`config.mk`:
```
export PLATFORM = sky130hd
export DESIGN_NAME = http_request_line_parser
export DESIGN_NICKNAME = d
export VERILOG_FILES = /design/src/hdl/hrlp_pkg.sv /design/src/hdl/hrlp_out_fifo.sv /design/src/hdl/http_request_line_parser.sv
export SDC_FILE = /design/constraint.sdc
export NUM_CORES = 1
export LEC_CHECK = 0
export ABC_AREA = 1
export ABC_CLOCK_PERIOD_IN_PS = 5450
export BUFFER_PORTS_ARGS = -buffer_cell sky130_fd_sc_hd__buf_4
export CAP_MARGIN = 10
export CORE_MARGIN = 5
export CORE_UTILIZATION = 45
export CTS_BUF_LIST = sky130_fd_sc_hd__clkbuf_16
export CTS_CLUSTER_DIAMETER = 120
export DETAILED_ROUTE_END_ITERATION = 10
export SKIP_LAST_GASP = 1
export SYNTH_ARGS = -nofsm -noshare
export SYNTH_HDL_FRONTEND = slang
export SYNTH_HIERARCHICAL = 1
export SYNTH_SLANG_ARGS = --single-unit
```
`constraint.sdc`:
```
create_clock -name aclk -period 5.45 [get_ports aclk]
set_clock_uncertainty 0.05 [all_clocks]
set_input_delay 0.2725 -clock aclk [delete_from_list [all_inputs] [get_ports aclk]]
set_output_delay 0.2725 -clock aclk [all_outputs]
set_load 0.02 [all_outputs]
```
`src/hdl/hrlp_pkg.sv`:
```
// ----------------------------------------------------------------------------
// hrlp_pkg
// Types, codes and character tables shared by the request line parser.
// ----------------------------------------------------------------------------
package hrlp_pkg;

    localparam int URL_LEN_W = 13;
    localparam int OUT_DEPTH = 4;
    localparam int VERSION_LEN = 10;

    // result kinds
    localparam logic KIND_URL     = 1'b0;
    localparam logic KIND_VERDICT = 1'b1;

    // method codes
    localparam logic [1:0] METH_GET    = 2'd0;
    localparam logic [1:0] METH_POST   = 2'd1;
    localparam logic [1:0] METH_PUT    = 2'd2;
    localparam logic [1:0] METH_DELETE = 2'd3;

    // status codes
    localparam logic [1:0] ST_OK          = 2'd0;
    localparam logic [1:0] ST_BAD_METHOD  = 2'd1;
    localparam logic [1:0] ST_BAD_URL     = 2'd2;
    localparam logic [1:0] ST_BAD_VERSION = 2'd3;

    localparam logic [7:0] CHAR_SP  = 8'h20;
    localparam logic [7:0] CHAR_TAB = 8'h09;
    localparam logic [7:0] CHAR_G   = 8'h47;
    localparam logic [7:0] CHAR_P   = 8'h50;
    localparam logic [7:0] CHAR_D   = 8'h44;
    localparam logic [7:0] CHAR_O   = 8'h4F;

    typedef struct packed {
        logic [7:0] data_byte;
        logic       end_of_buffer;
    } in_t;

    typedef struct packed {
        logic                 kind;
        logic [7:0]           url_byte;
        logic [1:0]           method;
        logic [1:0]           status;
        logic [URL_LEN_W-1:0] url_length;
        logic                 last_of_run;
    } out_t;

    function automatic logic [3:0] method_len(input logic [1:0] meth);
        logic [3:0] len;
        unique case (meth)
            METH_GET:    len = 4'd3;
            METH_POST:   len = 4'd4;
            METH_PUT:    len = 4'd3;
            METH_DELETE: len = 4'd6;
            default:     len = 4'd3;
        endcase
        return len;
    endfunction

    function automatic logic [7:0] method_char(input logic [1:0] meth, input logic [3:0] pos);
        logic [47:0] text;
        logic [7:0]  c;
        unique case (meth)
            METH_GET:    text = {"GET", 24'h0};
            METH_POST:   text = {"POST", 16'h0};
            METH_PUT:    text = {"PUT", 24'h0};
            METH_DELETE: text = "DELETE";
            default:     text = 48'h0;
        endcase
        case (pos)
            4'd0:    c = text[47:40];
            4'd1:    c = text[39:32];
            4'd2:    c = text[31:24];
            4'd3:    c = text[23:16];
            4'd4:    c = text[15:8];
            4'd5:    c = text[7:0];
            default: c = 8'h00;
        endcase
        return c;
    endfunction

    function automatic logic [7:0] version_char(input logic [3:0] pos);
        logic [7:0] c;
        case (pos)
            4'd0:    c = 8'h48; // H
            4'd1:    c = 8'h54; // T
            4'd2:    c = 8'h54; // T
            4'd3:    c = 8'h50; // P
            4'd4:    c = 8'h2F; // /
            4'd5:    c = 8'h31; // 1
            4'd6:    c = 8'h2E; // .
            4'd7:    c = 8'h31; // 1
            4'd8:    c = 8'h0D; // CR
            4'd9:    c = 8'h0A; // LF
            default: c = 8'h00;
        endcase
        return c;
    endfunction

endpackage

```
`src/hdl/hrlp_out_fifo.sv`:
```
// ----------------------------------------------------------------------------
// hrlp_out_fifo
// Small result queue: takes up to two results per cycle, hands out one per cycle while m_ready is high.
// ----------------------------------------------------------------------------
module hrlp_out_fifo (
    input  logic           aclk,
    input  logic           aresetn,
    input  logic [1:0]     push_cnt,
    input  hrlp_pkg::out_t push_a,
    input  hrlp_pkg::out_t push_b,
    output logic           room_for_two,
    output logic           m_valid,
    input  logic           m_ready,
    output hrlp_pkg::out_t m_data
);
    import hrlp_pkg::*;

    localparam int PTR_W = $clog2(OUT_DEPTH);
    localparam int CNT_W = PTR_W + 1;

    out_t             mem [OUT_DEPTH];
    logic [PTR_W-1:0] wr_ptr_reg;
    logic [PTR_W-1:0] rd_ptr_reg;
    logic [CNT_W-1:0] count_reg;
    logic             pop;

    assign pop          = m_valid && m_ready;
    assign m_valid      = count_reg != '0;
    assign m_data       = mem[rd_ptr_reg];
    assign room_for_two = count_reg <= CNT_W'(OUT_DEPTH - 2);

    always_ff @(posedge aclk) begin
        if (!aresetn) begin
            wr_ptr_reg <= '0;
            rd_ptr_reg <= '0;
            count_reg  <= '0;
        end else begin
            wr_ptr_reg <= wr_ptr_reg + PTR_W'(push_cnt);
            rd_ptr_reg <= rd_ptr_reg + PTR_W'(pop);
            count_reg  <= count_reg + CNT_W'(push_cnt) - CNT_W'(pop);
        end
    end

    always_ff @(posedge aclk) begin
        if (push_cnt != 2'd0) begin
            mem[wr_ptr_reg] <= push_a;
        end
        if (push_cnt == 2'd2) begin
            mem[wr_ptr_reg + PTR_W'(1)] <= push_b;
        end
    end

endmodule

```
`src/hdl/http_request_line_parser.sv`:
```
// ----------------------------------------------------------------------------
// http_request_line_parser
// Results are written into a registered result queue and leave on m_ in order.
// Takes one byte per cycle while s_ready is high; a byte that yields two
// results (URL byte plus verdict) is drained through a four-entry result
// queue, which holds s_ready low while fewer than two entries are free.
// Reset: synchronous active-low aresetn returns to the method phase, empty queue.
// ----------------------------------------------------------------------------
module http_request_line_parser #(
    parameter int MAX_URL_BYTES = 4096
) (
    input  logic           aclk,
    input  logic           aresetn,
    input  logic           s_valid,
    output logic           s_ready,
    input  hrlp_pkg::in_t  s_data,
    output logic           m_valid,
    input  logic           m_ready,
    output hrlp_pkg::out_t m_data
);
    import hrlp_pkg::*;

    localparam int CNT_W = $clog2(MAX_URL_BYTES + 1);
    localparam logic [CNT_W-1:0] CNT_MAX = CNT_W'(MAX_URL_BYTES);

    localparam logic [2:0] PH_METHOD  = 3'd0;
    localparam logic [2:0] PH_GAP1    = 3'd1;
    localparam logic [2:0] PH_URL     = 3'd2;
    localparam logic [2:0] PH_GAP2    = 3'd3;
    localparam logic [2:0] PH_VERSION = 3'd4;
    localparam logic [2:0] PH_DONE    = 3'd5;

    logic [2:0]       phase_reg, phase_next;
    logic [1:0]       guess_reg, guess_next;
    logic [3:0]       pos_reg, pos_next;
    logic [CNT_W-1:0] cnt_reg, cnt_next;
    logic             sent_reg, sent_next;

    logic             accept;
    logic             room_for_two;
    logic [7:0]       b;
    logic             is_gap;
    logic [1:0]       g2;
    logic [3:0]       vpos;
    logic             url_hit;
    logic             verd_hit;
    logic [1:0]       verd_status;
    logic [CNT_W+URL_LEN_W-1:0] len_ext;
    out_t             url_res;
    out_t             verd_res;
    out_t             push_a;
    out_t             push_b;
    logic [1:0]       push_cnt;

    assign s_ready = room_for_two;
    assign accept  = s_valid && s_ready;
    assign b       = s_data.data_byte;
    assign is_gap  = (b == CHAR_SP) || (b == CHAR_TAB);

    always_comb begin
        phase_next  = phase_reg;
        guess_next  = guess_reg;
        pos_next    = pos_reg;
        cnt_next    = cnt_reg;
        sent_next   = sent_reg;
        url_hit     = 1'b0;
        verd_hit    = 1'b0;
        verd_status = ST_OK;
        g2          = guess_reg;
        vpos        = pos_reg;

        unique case (phase_reg)
            PH_METHOD: begin
                if (is_gap) begin
                    if (pos_reg != 4'd0 && pos_reg == method_len(guess_reg)) begin
                        phase_next = PH_GAP1;
                    end else begin
                        verd_hit    = 1'b1;
                        verd_status = ST_BAD_METHOD;
                    end
                end else if (pos_reg == 4'd0) begin
                    pos_next = 4'd1;
                    if (b == CHAR_G) begin
                        guess_next = METH_GET;
                    end else if (b == CHAR_P) begin
                        guess_next = METH_PUT;
                    end else if (b == CHAR_D) begin
                        guess_next = METH_DELETE;
                    end else begin
                        pos_next    = pos_reg;
                        verd_hit    = 1'b1;
                        verd_status = ST_BAD_METHOD;
                    end
                end else begin
                    // second letter after P decides POST or PUT
                    if (pos_reg == 4'd1 && (guess_reg == METH_POST || guess_reg == METH_PUT)) begin
                        g2 = (b == CHAR_O) ? METH_POST : METH_PUT;
                    end
                    guess_next = g2;
                    if (pos_reg >= method_len(g2) || b != method_char(g2, pos_reg)) begin
                        verd_hit    = 1'b1;
                        verd_status = ST_BAD_METHOD;
                    end else begin
                        pos_next = pos_reg + 4'd1;
                    end
                end
            end
            PH_GAP1, PH_URL: begin
                if (is_gap) begin
                    if (phase_reg == PH_URL) begin
                        phase_next = PH_GAP2;
                    end
                end else begin
                    phase_next = PH_URL;
                    url_hit    = 1'b1;
                    if (cnt_reg < CNT_MAX) begin
                        cnt_next = cnt_reg + CNT_W'(1);
                    end
                end
            end
            PH_GAP2, PH_VERSION: begin
                if (!(phase_reg == PH_GAP2 && is_gap)) begin
                    vpos       = (phase_reg == PH_GAP2) ? 4'd0 : pos_reg;
                    phase_next = PH_VERSION;
                    pos_next   = vpos;
                    if (vpos >= 4'(VERSION_LEN) || b != version_char(vpos)) begin
                        verd_hit    = 1'b1;
                        verd_status = ST_BAD_VERSION;
                    end else begin
                        pos_next = vpos + 4'd1;
                        if (vpos + 4'd1 == 4'(VERSION_LEN)) begin
                            verd_hit    = 1'b1;
                            verd_status = ST_OK;
                        end
                    end
                end
            end
            default: begin
            end
        endcase

        if (verd_hit) begin
            phase_next = PH_DONE;
            sent_next  = 1'b1;
        end

        // buffer ends without a verdict: close it out by where parsing stopped
        if (s_data.end_of_buffer) begin
            if (!sent_next) begin
                verd_hit = 1'b1;
                if (phase_next == PH_METHOD) begin
                    verd_status = (pos_next != 4'd0 && pos_next == method_len(guess_next))
                                  ? ST_BAD_URL : ST_BAD_METHOD;
                end else if (phase_next == PH_GAP1 || phase_next == PH_URL) begin
                    verd_status = ST_BAD_URL;
                end else begin
                    verd_status = ST_BAD_VERSION;
                end
            end
        end
    end

    assign len_ext = {{URL_LEN_W{1'b0}}, cnt_next};

    always_comb begin
        url_res             = '0;
        url_res.kind        = KIND_URL;
        url_res.url_byte    = b;
        url_res.last_of_run = !verd_hit;

        verd_res             = '0;
        verd_res.kind        = KIND_VERDICT;
        verd_res.method      = (verd_status == ST_BAD_METHOD) ? METH_GET : guess_next;
        verd_res.status      = verd_status;
        verd_res.url_length  = len_ext[URL_LEN_W-1:0];
        verd_res.last_of_run = 1'b1;

        push_a = url_hit ? url_res : verd_res;
        push_b = verd_res;
        if (!accept) begin
            push_cnt = 2'd0;
        end else begin
            push_cnt = 2'(url_hit) + 2'(verd_hit);
        end
    end

    always_ff @(posedge aclk) begin
        if (!aresetn) begin
            phase_reg <= PH_METHOD;
            guess_reg <= '0;
            pos_reg   <= '0;
            cnt_reg   <= '0;
            sent_reg  <= 1'b0;
        end else if (accept) begin
            if (s_data.end_of_buffer) begin
                phase_reg <= PH_METHOD;
                guess_reg <= '0;
                pos_reg   <= '0;
                cnt_reg   <= '0;
                sent_reg  <= 1'b0;
            end else begin
                phase_reg <= phase_next;
                guess_reg <= guess_next;
                pos_reg   <= pos_next;
                cnt_reg   <= cnt_next;
                sent_reg  <= sent_next;
            end
        end
    end

    hrlp_out_fifo u_out_fifo (
        .aclk         (aclk),
        .aresetn      (aresetn),
        .push_cnt     (push_cnt),
        .push_a       (push_a),
        .push_b       (push_b),
        .room_for_two (room_for_two),
        .m_valid      (m_valid),
        .m_ready      (m_ready),
        .m_data       (m_data)
    );

endmodule
```
* After elaboration in Yosys (flattened, before gate mapping) *
Memories as Yosys holds them, arrays and structs flattened. A register that Yosys moved wholly into a read port is not among the register bits.
Index checks and enable logic that the tools add are counted.

cells by class
  $add $sub $neg = 9
  order comparisons = 4
  equal/unequal tests = 33
  muxes and demuxes = 93
  reductions and logical operators = 27

operators with widths
  kind                     count
  $pmux W40 S4             1
  $mux W4                  18
  $mux W13                 4
  $mux W2                  23
  $mux W8                  5
  $pmux W8 S5              1
  $pmux W4 S3              3
  $eq A8 B7 Y1 const B     4
  $mux W27                 1
  $mux W1                  26
  $mux W3                  7
  $ne A8 B8 Y1             2
  $eq A2 B2 Y1 const B     7
  $add A13 B1 Y13 const B  1
  $lt A13 B13 Y1 const B   1
  $reduce_or A2 Y1         5
  $eq A3 B2 Y1 const B     3
  $pmux W3 S3              1
  $add A4 B1 Y4 const B    2
  $eq A2 B1 Y1 const B     4
  $eq A4 B2 Y1 const B     2
  $eq A4 B3 Y1 const B     2
  $eq A4 B4 Y1             2
  $eq A8 B4 Y1 const B     1
  other kinds (26)         40

storage, ports and cells
  flip-flop bits (word level) = 30
  RAM bits = 108
  bits in read-only memories = 112
  bits of input ports = 13
  output and inout bits = 29
  logic and storage cells = 176
  memories kept = 2

memory list
  memory           depth  bits a word  read ports  clocked after memory_dff  write ports  line                 source
  (no name shown)  16     7            1           0                         0            hrlp_pkg.sv:84       case (pos)
  u_out_fifo.mem   4      27           1           1                         2            hrlp_out_fifo.sv:21  out_t mem [OUT_DEPTH];

* Longest topological paths before layout *
  depth in word-level cells = 33
  gate-level depth with buffers = 34
  gate-level depth less buffers = 34

* Cells and area by module *
The synthesis kept the hierarchy.

by module, submodules not included
  module                    instances  cells an instance  area each (um^2)  seq. area each (um^2)
  hrlp_out_fifo             1          582                5849.4            3383.2
  http_request_line_parser  1          549                3055.4            460.4

* Worst setup path after synthesis *
Ideal clock, no wire load.

  path kind = reg2reg
  start = register pos_reg[1]
  end = memory u_out_fifo/mem[0][0] (netlist bit), enable pin
  library setup time = 0.453 ns
  arrival time = 5.539 ns
  required time = 4.947 ns
  slack = -0.592 ns
  cell stages (with the launch flop) = 27
  path buffers = 0
  period minus slack after synthesis = 6.042 ns
  path through = dfxtp_1 -> inv_1 -> ha_1 -> nand3_4 -> inv_2 -> nand2_4 -> nand2_1 -> inv_1 -> ha_1 -> o21ai_0 -> nand2_1 -> a21oi_1 -> a21boi_0 -> nand3_1 -> nor2_1 -> nand3_2 -> nand2_2 -> nand2_2 -> o211ai_2 -> nand2_2 -> inv_2 -> o21ai_0 -> ha_1 -> inv_1 -> nor2_1 -> nor2_1 -> o31ai_1

RTL lines
  what                    line                             source
  from (decl)             http_request_line_parser.sv:35   logic [3:0] pos_reg, pos_next;
  from (signal assigned)  http_request_line_parser.sv:204  pos_reg <= pos_next;
  to (decl)               hrlp_out_fifo.sv:21

==> results.md <==
Yosys:
- The simple-gate share of the synthesized area is between 20 and 30%.
- Yosys mapped a number of flops with a built-in enable equal to 108.
- In the synthesized netlist the dominant register cell turns out to be sky130_fd_sc_hd__edfxtp_1.
- The area fraction in compound gates after synthesis is 16.66%.
- The xor and xnor fraction of the mapped netlist area is under 10%.
- The share of the Yosys chip area taken by registers is 43.16%.
- In this run, synthesis produced a sequential element count of 138.
- The share of synthesized cell area in full adder, half adder and majority cells is 3.035%.
- In this run, distinct cell masters in the synthesized netlist total 47.
- The number of instances in the synthesized netlist is between 1000 and 1500.
- The average cell area after synthesis is 7.873 µm².
- By area, the combinational part of the netlist is dominated by simple AND/OR/NAND/NOR gates.
- Of the post-synthesis cell area, the dominant cell type holds a little over a third.
- Sorting the synthesized cells by area gives the leading types as sky130_fd_sc_hd__edfxtp_1 (36%), sky130_fd_sc_hd__nand2_1 (12%), sky130_fd_sc_hd__dfxtp_1 (6.7%).
- The most used standard cell by instance count after synthesis is sky130_fd_sc_hd__nand2_1.
- Sorting the synthesized cells by how often they occur yields sky130_fd_sc_hd__nand2_1 (273), sky130_fd_sc_hd__nor2_1 (125), sky130_fd_sc_hd__inv_1 (123), sky130_fd_sc_hd__edfxtp_1 (108), sky130_fd_sc_hd__o21ai_1 (77).
- The cell taking the most area after synthesis is sky130_fd_sc_hd__edfxtp_1.
- The mapped netlist covers 8905 µm².
- After synthesis, the share of cell area in mux cells is 0%.
- The number of synthesis warnings is 6.
- The fraction of synthesis flops using an asynchronous set or reset pin is 0%.

Critical path:
- The setup slack on the worst flop-to-flop path is about 530 ps.
- In this run the worst setup path begins at pos_reg[1].
- The worst setup path is of the flop to flop kind.
- Of all nets on the critical path, the largest fanout is 28.
- The element type at the critical path end is a flop.
- The slowest stage cell on the critical path is sky130_fd_sc_hd__dfxtp_1.
- The critical path contains buffers and inverters numbering 5 combined.
- The largest single stage delay on the critical path is 470 ps.
- The endpoint identified for the worst register-to-register timing path is u_out_fifo/mem[2][13].
- For the worst setup path, the data required time is between 5000 and 6000 ps.
- For the worst flop-to-flop path, the logic depth is 27.
- The family of cells with the greatest summed delay on the critical path is simple AND/OR/NAND/NOR gates.
- The critical path startpoint category is a flop.
- The worst flop-to-flop path startpoint is pos_reg[1].
- Data on the critical path arrives at its endpoint at 4980 ps.

Power and ir drop:
- The net switching power is 1.385 mW.
- The post-route total power is around 3.8 mW.
- The worst ir drop on vdd is 0.2149 mV.
- Power spread over the standard cell area amounts to 377.8 nW/µm².
- The switching part of the total power is between 30 and 40%.
- The internal power of the cells totals 2.415 mW.
- Per report_power, the sequential group accounts for 37.0% of the total.
- The proportion of power drawn by the clock network is 29.6%.
- In this run the static leakage power is 4.082 nW.
- The power share of the combinational group is 33.4%.

Drt:
- The number of DRC violations after detailed routing is 0.
- The wire length per cell is 16.32 µm.
- The first routing iteration left 606 violations.
- The vias per cell is between 5 and 6.
- The count of TritonRoute iterations in the first routing pass is 5.
- The sum of routed wire length over all layers is between 20 and 25 mm.
- The count of nets left with antenna violations once routing finished came out at 0.
- The number of vias in the routed layout is 7568.

Timing:
- Headroom to the max-slew limit came out at between 30% and 40%.
- The final worst-path setup slack is between 500 and 600 ps.
- The number of hold violations in the final report came to 0.
- The final critical path takes up 90.36% of the cycle.
- Setup repair after global routing left no endpoint under its margin.
- For the pin with the worst max-slew slack, the measured transition is 903.8 ps.
- Based on the critical path, the design can be clocked at up to 203.1 MHz.
- Subtracting the final worst setup slack from the clock period gives 4925 ps.
- Setup violations remaining at the end of the flow were counted as 0.
- The final hold slack is 98.14 ps.
- The number of max-slew violations in the final report was 0.

Die:
- The starting density of the core is 45.75%.
- The top-level I/O count is 42.
- The number of placement rows is 51.
- The total area inside the core boundary comes to ~20000 µm².
- The y dimension of the die is 150.7 µm.
- The area of the die is 22700 µm².
- The die is 150.7 µm wide.

GRT:
- The remaining global-route overflow is 0.
- The first-pass GRT wire length is between 30 and 40 mm.
- For this run, the total global-route usage over all layers was measured as 21.58%.
- The initial antenna violation count is 0.
- The number of global-route vias before repair came to 7104.
- The largest net degree at the start of global routing is 55.

Clock network:
- The H-tree generated during clock tree synthesis spans 4 levels.
- For this design, the sink count on the clock tree is around 140.
- Hold repair after CTS inserted 0 buffers.
- TritonCTS created 17 clock buffers.
- Clock-pin slew was measured on the worst setup and hold paths at around 60 ps.
- The buffers inserted during post-CTS setup optimization is 0.
- The clock passes through at most 2 buffers.
- The clock tree root buffer cell is sky130_fd_sc_hd__clkbuf_16.
- The clock reaches the later pin of the worst-skew pair after 420 ps.
- The number of gates resized after cts is 0.
- TritonCTS built the clock tree.

Placement:
- The cell area after placement is 9483 µm².
- Routability-driven placement finished with a final weighted congestion of 0.9182.
- After legalization and detailed placement, the total HPWL measured 16.61 mm.
- The minimum setup slack after placement is 532.8 ps.
- In this run the tool buffered the top-level ports with 41 buffer cells.

Job:
- Across the run, the number of max-cap violations was 0.

Layout:
- The diode insertion count for antenna repair is 0.
- The synthesis-to-finish area growth is 12.94%.
- The area taken by multi-input logic gates is 4257 µm².
- The layout has 1886 filler cells.
- The final-stage net count is 1205.
- Across the whole layout, storage elements account for 3845 µm².
- Cells with a size suffix above 1 make up approximately 16% of the layout.
- The flip-flop count of the largest register, all copies and words added is 108.
- With fillers left out, the area of the finished cells amounts to 10060 µm².

Min path:
- For hold timing, the worst endpoint is u_out_fifo/wr_ptr_reg[0].
- The worst hold path was traced through 3 stages.
- The worst hold path begins at aresetn.
- In this run the worst hold path is classified as primary input to flop.

Status:
- The flow ran to the end, and the final reports show no timing, DRC or antenna violations.
## metal layers
layer,up-vias,part of all wire (%),global-route usage (%)
li1,3841,-,-
met1,3491,46,29.25
met2,203,47,35.37
met3,33,4.7,3.432
met4,0,2.4,7.208
met5,-,0,0
## stage by stage
| step | setup TNS (ps) | util, % | instances |
|---|---|---|---|
| global placement | 0 | 48.72 | 1417 |
| detailed placement | 0 | 48.72 | 1417 |
| CTS | 0 | 51.67 | 1449 |
| floorplan | -63920 | - | 1139 |
| global route | 0 | 51.67 | 1449 |
| finish | 0 | 51.67 | 1449 |
## worst register-to-register path, cell delays in order (launching register included)
cell and delay, ps:
sky130_fd_sc_hd__dfxtp_1 470, sky130_fd_sc_hd__inv_1 200, sky130_fd_sc_hd__ha_1 280, sky130_fd_sc_hd__nand3_4 140
sky130_fd_sc_hd__nand2_4 70, sky130_fd_sc_hd__o21ai_4 250, sky130_fd_sc_hd__ha_1 280, sky130_fd_sc_hd__o21ai_0 70
sky130_fd_sc_hd__nand2_1 70, sky130_fd_sc_hd__a21oi_1 150, sky130_fd_sc_hd__a21boi_0 190, sky130_fd_sc_hd__nand3_1 90
sky130_fd_sc_hd__nor2_1 120, sky130_fd_sc_hd__nand3_2 110, sky130_fd_sc_hd__nand2_2 80, sky130_fd_sc_hd__nand2_2 60
sky130_fd_sc_hd__o211ai_2 80, sky130_fd_sc_hd__nand2_2 80, sky130_fd_sc_hd__inv_2 90, sky130_fd_sc_hd__o21ai_0 130
sky130_fd_sc_hd__ha_1 290, sky130_fd_sc_hd__inv_1 60, sky130_fd_sc_hd__nor2_1 60, sky130_fd_sc_hd__buf_4 180
sky130_fd_sc_hd__nor2_8 180, sky130_fd_sc_hd__nand3_4 340, sky130_fd_sc_hd__o31ai_4 170, sky130_fd_sc_hd__buf_4 280
## final cells by class
| type | count | area share, % |
|---|---|---|
| clock buffers | 17 | 4.230 |
| clock inverters | 15 | 1.480 |
| inverters | 139 | 5.188 |
| multi-input cells | 813 | 42.32 |
| flip-flops and latches | 138 | 38.23 |
| well taps | 265 | 3.297 |
| repair buffers | 62 | 5.250 |
## cells by family (layout without fill, tap and decap cells)
logic type	after synthesis	in the layout
XOR/XNOR	17	17
adder cells (fa/ha/maj)	21	21
flip-flops	138	138
AND/OR/NAND/NOR	513	513
other	2	10
AO/OA/AOI/OAI	252	252
buffers and inverters	188	233
## cell usage in the layout, fill, tap and decap left out, types with 10 or more instances in the layout
master                      instances
sky130_fd_sc_hd__o22ai_1           27
sky130_fd_sc_hd__a21oi_1           34
sky130_fd_sc_hd__buf_4             57
sky130_fd_sc_hd__o21ai_2           34
sky130_fd_sc_hd__o21ai_0           63
sky130_fd_sc_hd__edfxtp_1         108
sky130_fd_sc_hd__dfxtp_1           29
sky130_fd_sc_hd__ha_1              20
sky130_fd_sc_hd__clkbuf_16         17
sky130_fd_sc_hd__nand3_1           54
sky130_fd_sc_hd__xor2_1            15
sky130_fd_sc_hd__nand2_1          273
sky130_fd_sc_hd__nand2_2           16
sky130_fd_sc_hd__conb_1            10
sky130_fd_sc_hd__nor2_1           125
sky130_fd_sc_hd__inv_1            123
sky130_fd_sc_hd__o21ai_1           77
sky130_fd_sc_hd__inv_2             14
## worst max path at each step
stage / slack (ps) / cells past startpoint / end
after floorplan: -590 / 26 / u_out_fifo/mem[0][0]
after global placement: 630 / 29 / u_out_fifo/mem[2][12]
after detailed placement: 530 / 29 / u_out_fifo/mem[2][12]
after CTS: 520 / 29 / u_out_fifo/mem[2][13]
after global routing: 150 / 29 / u_out_fifo/mem[1][1]
final: 530 / 27 / u_out_fifo/mem[2][13]
## power groups by stage
stage	sequential (mW)	combinational (mW)	clock [mW]
2_1_floorplan	1.40	0.826	0
3_3_place_gp	1.43	1.27	0
3_5_place_dp	1.43	1.28	0
4_1_cts	1.41	1.28	1.15
5_1_grt	1.42	1.40	1.20
6_report	1.41	1.27	1.12
(Power assumes the default switching activity.)
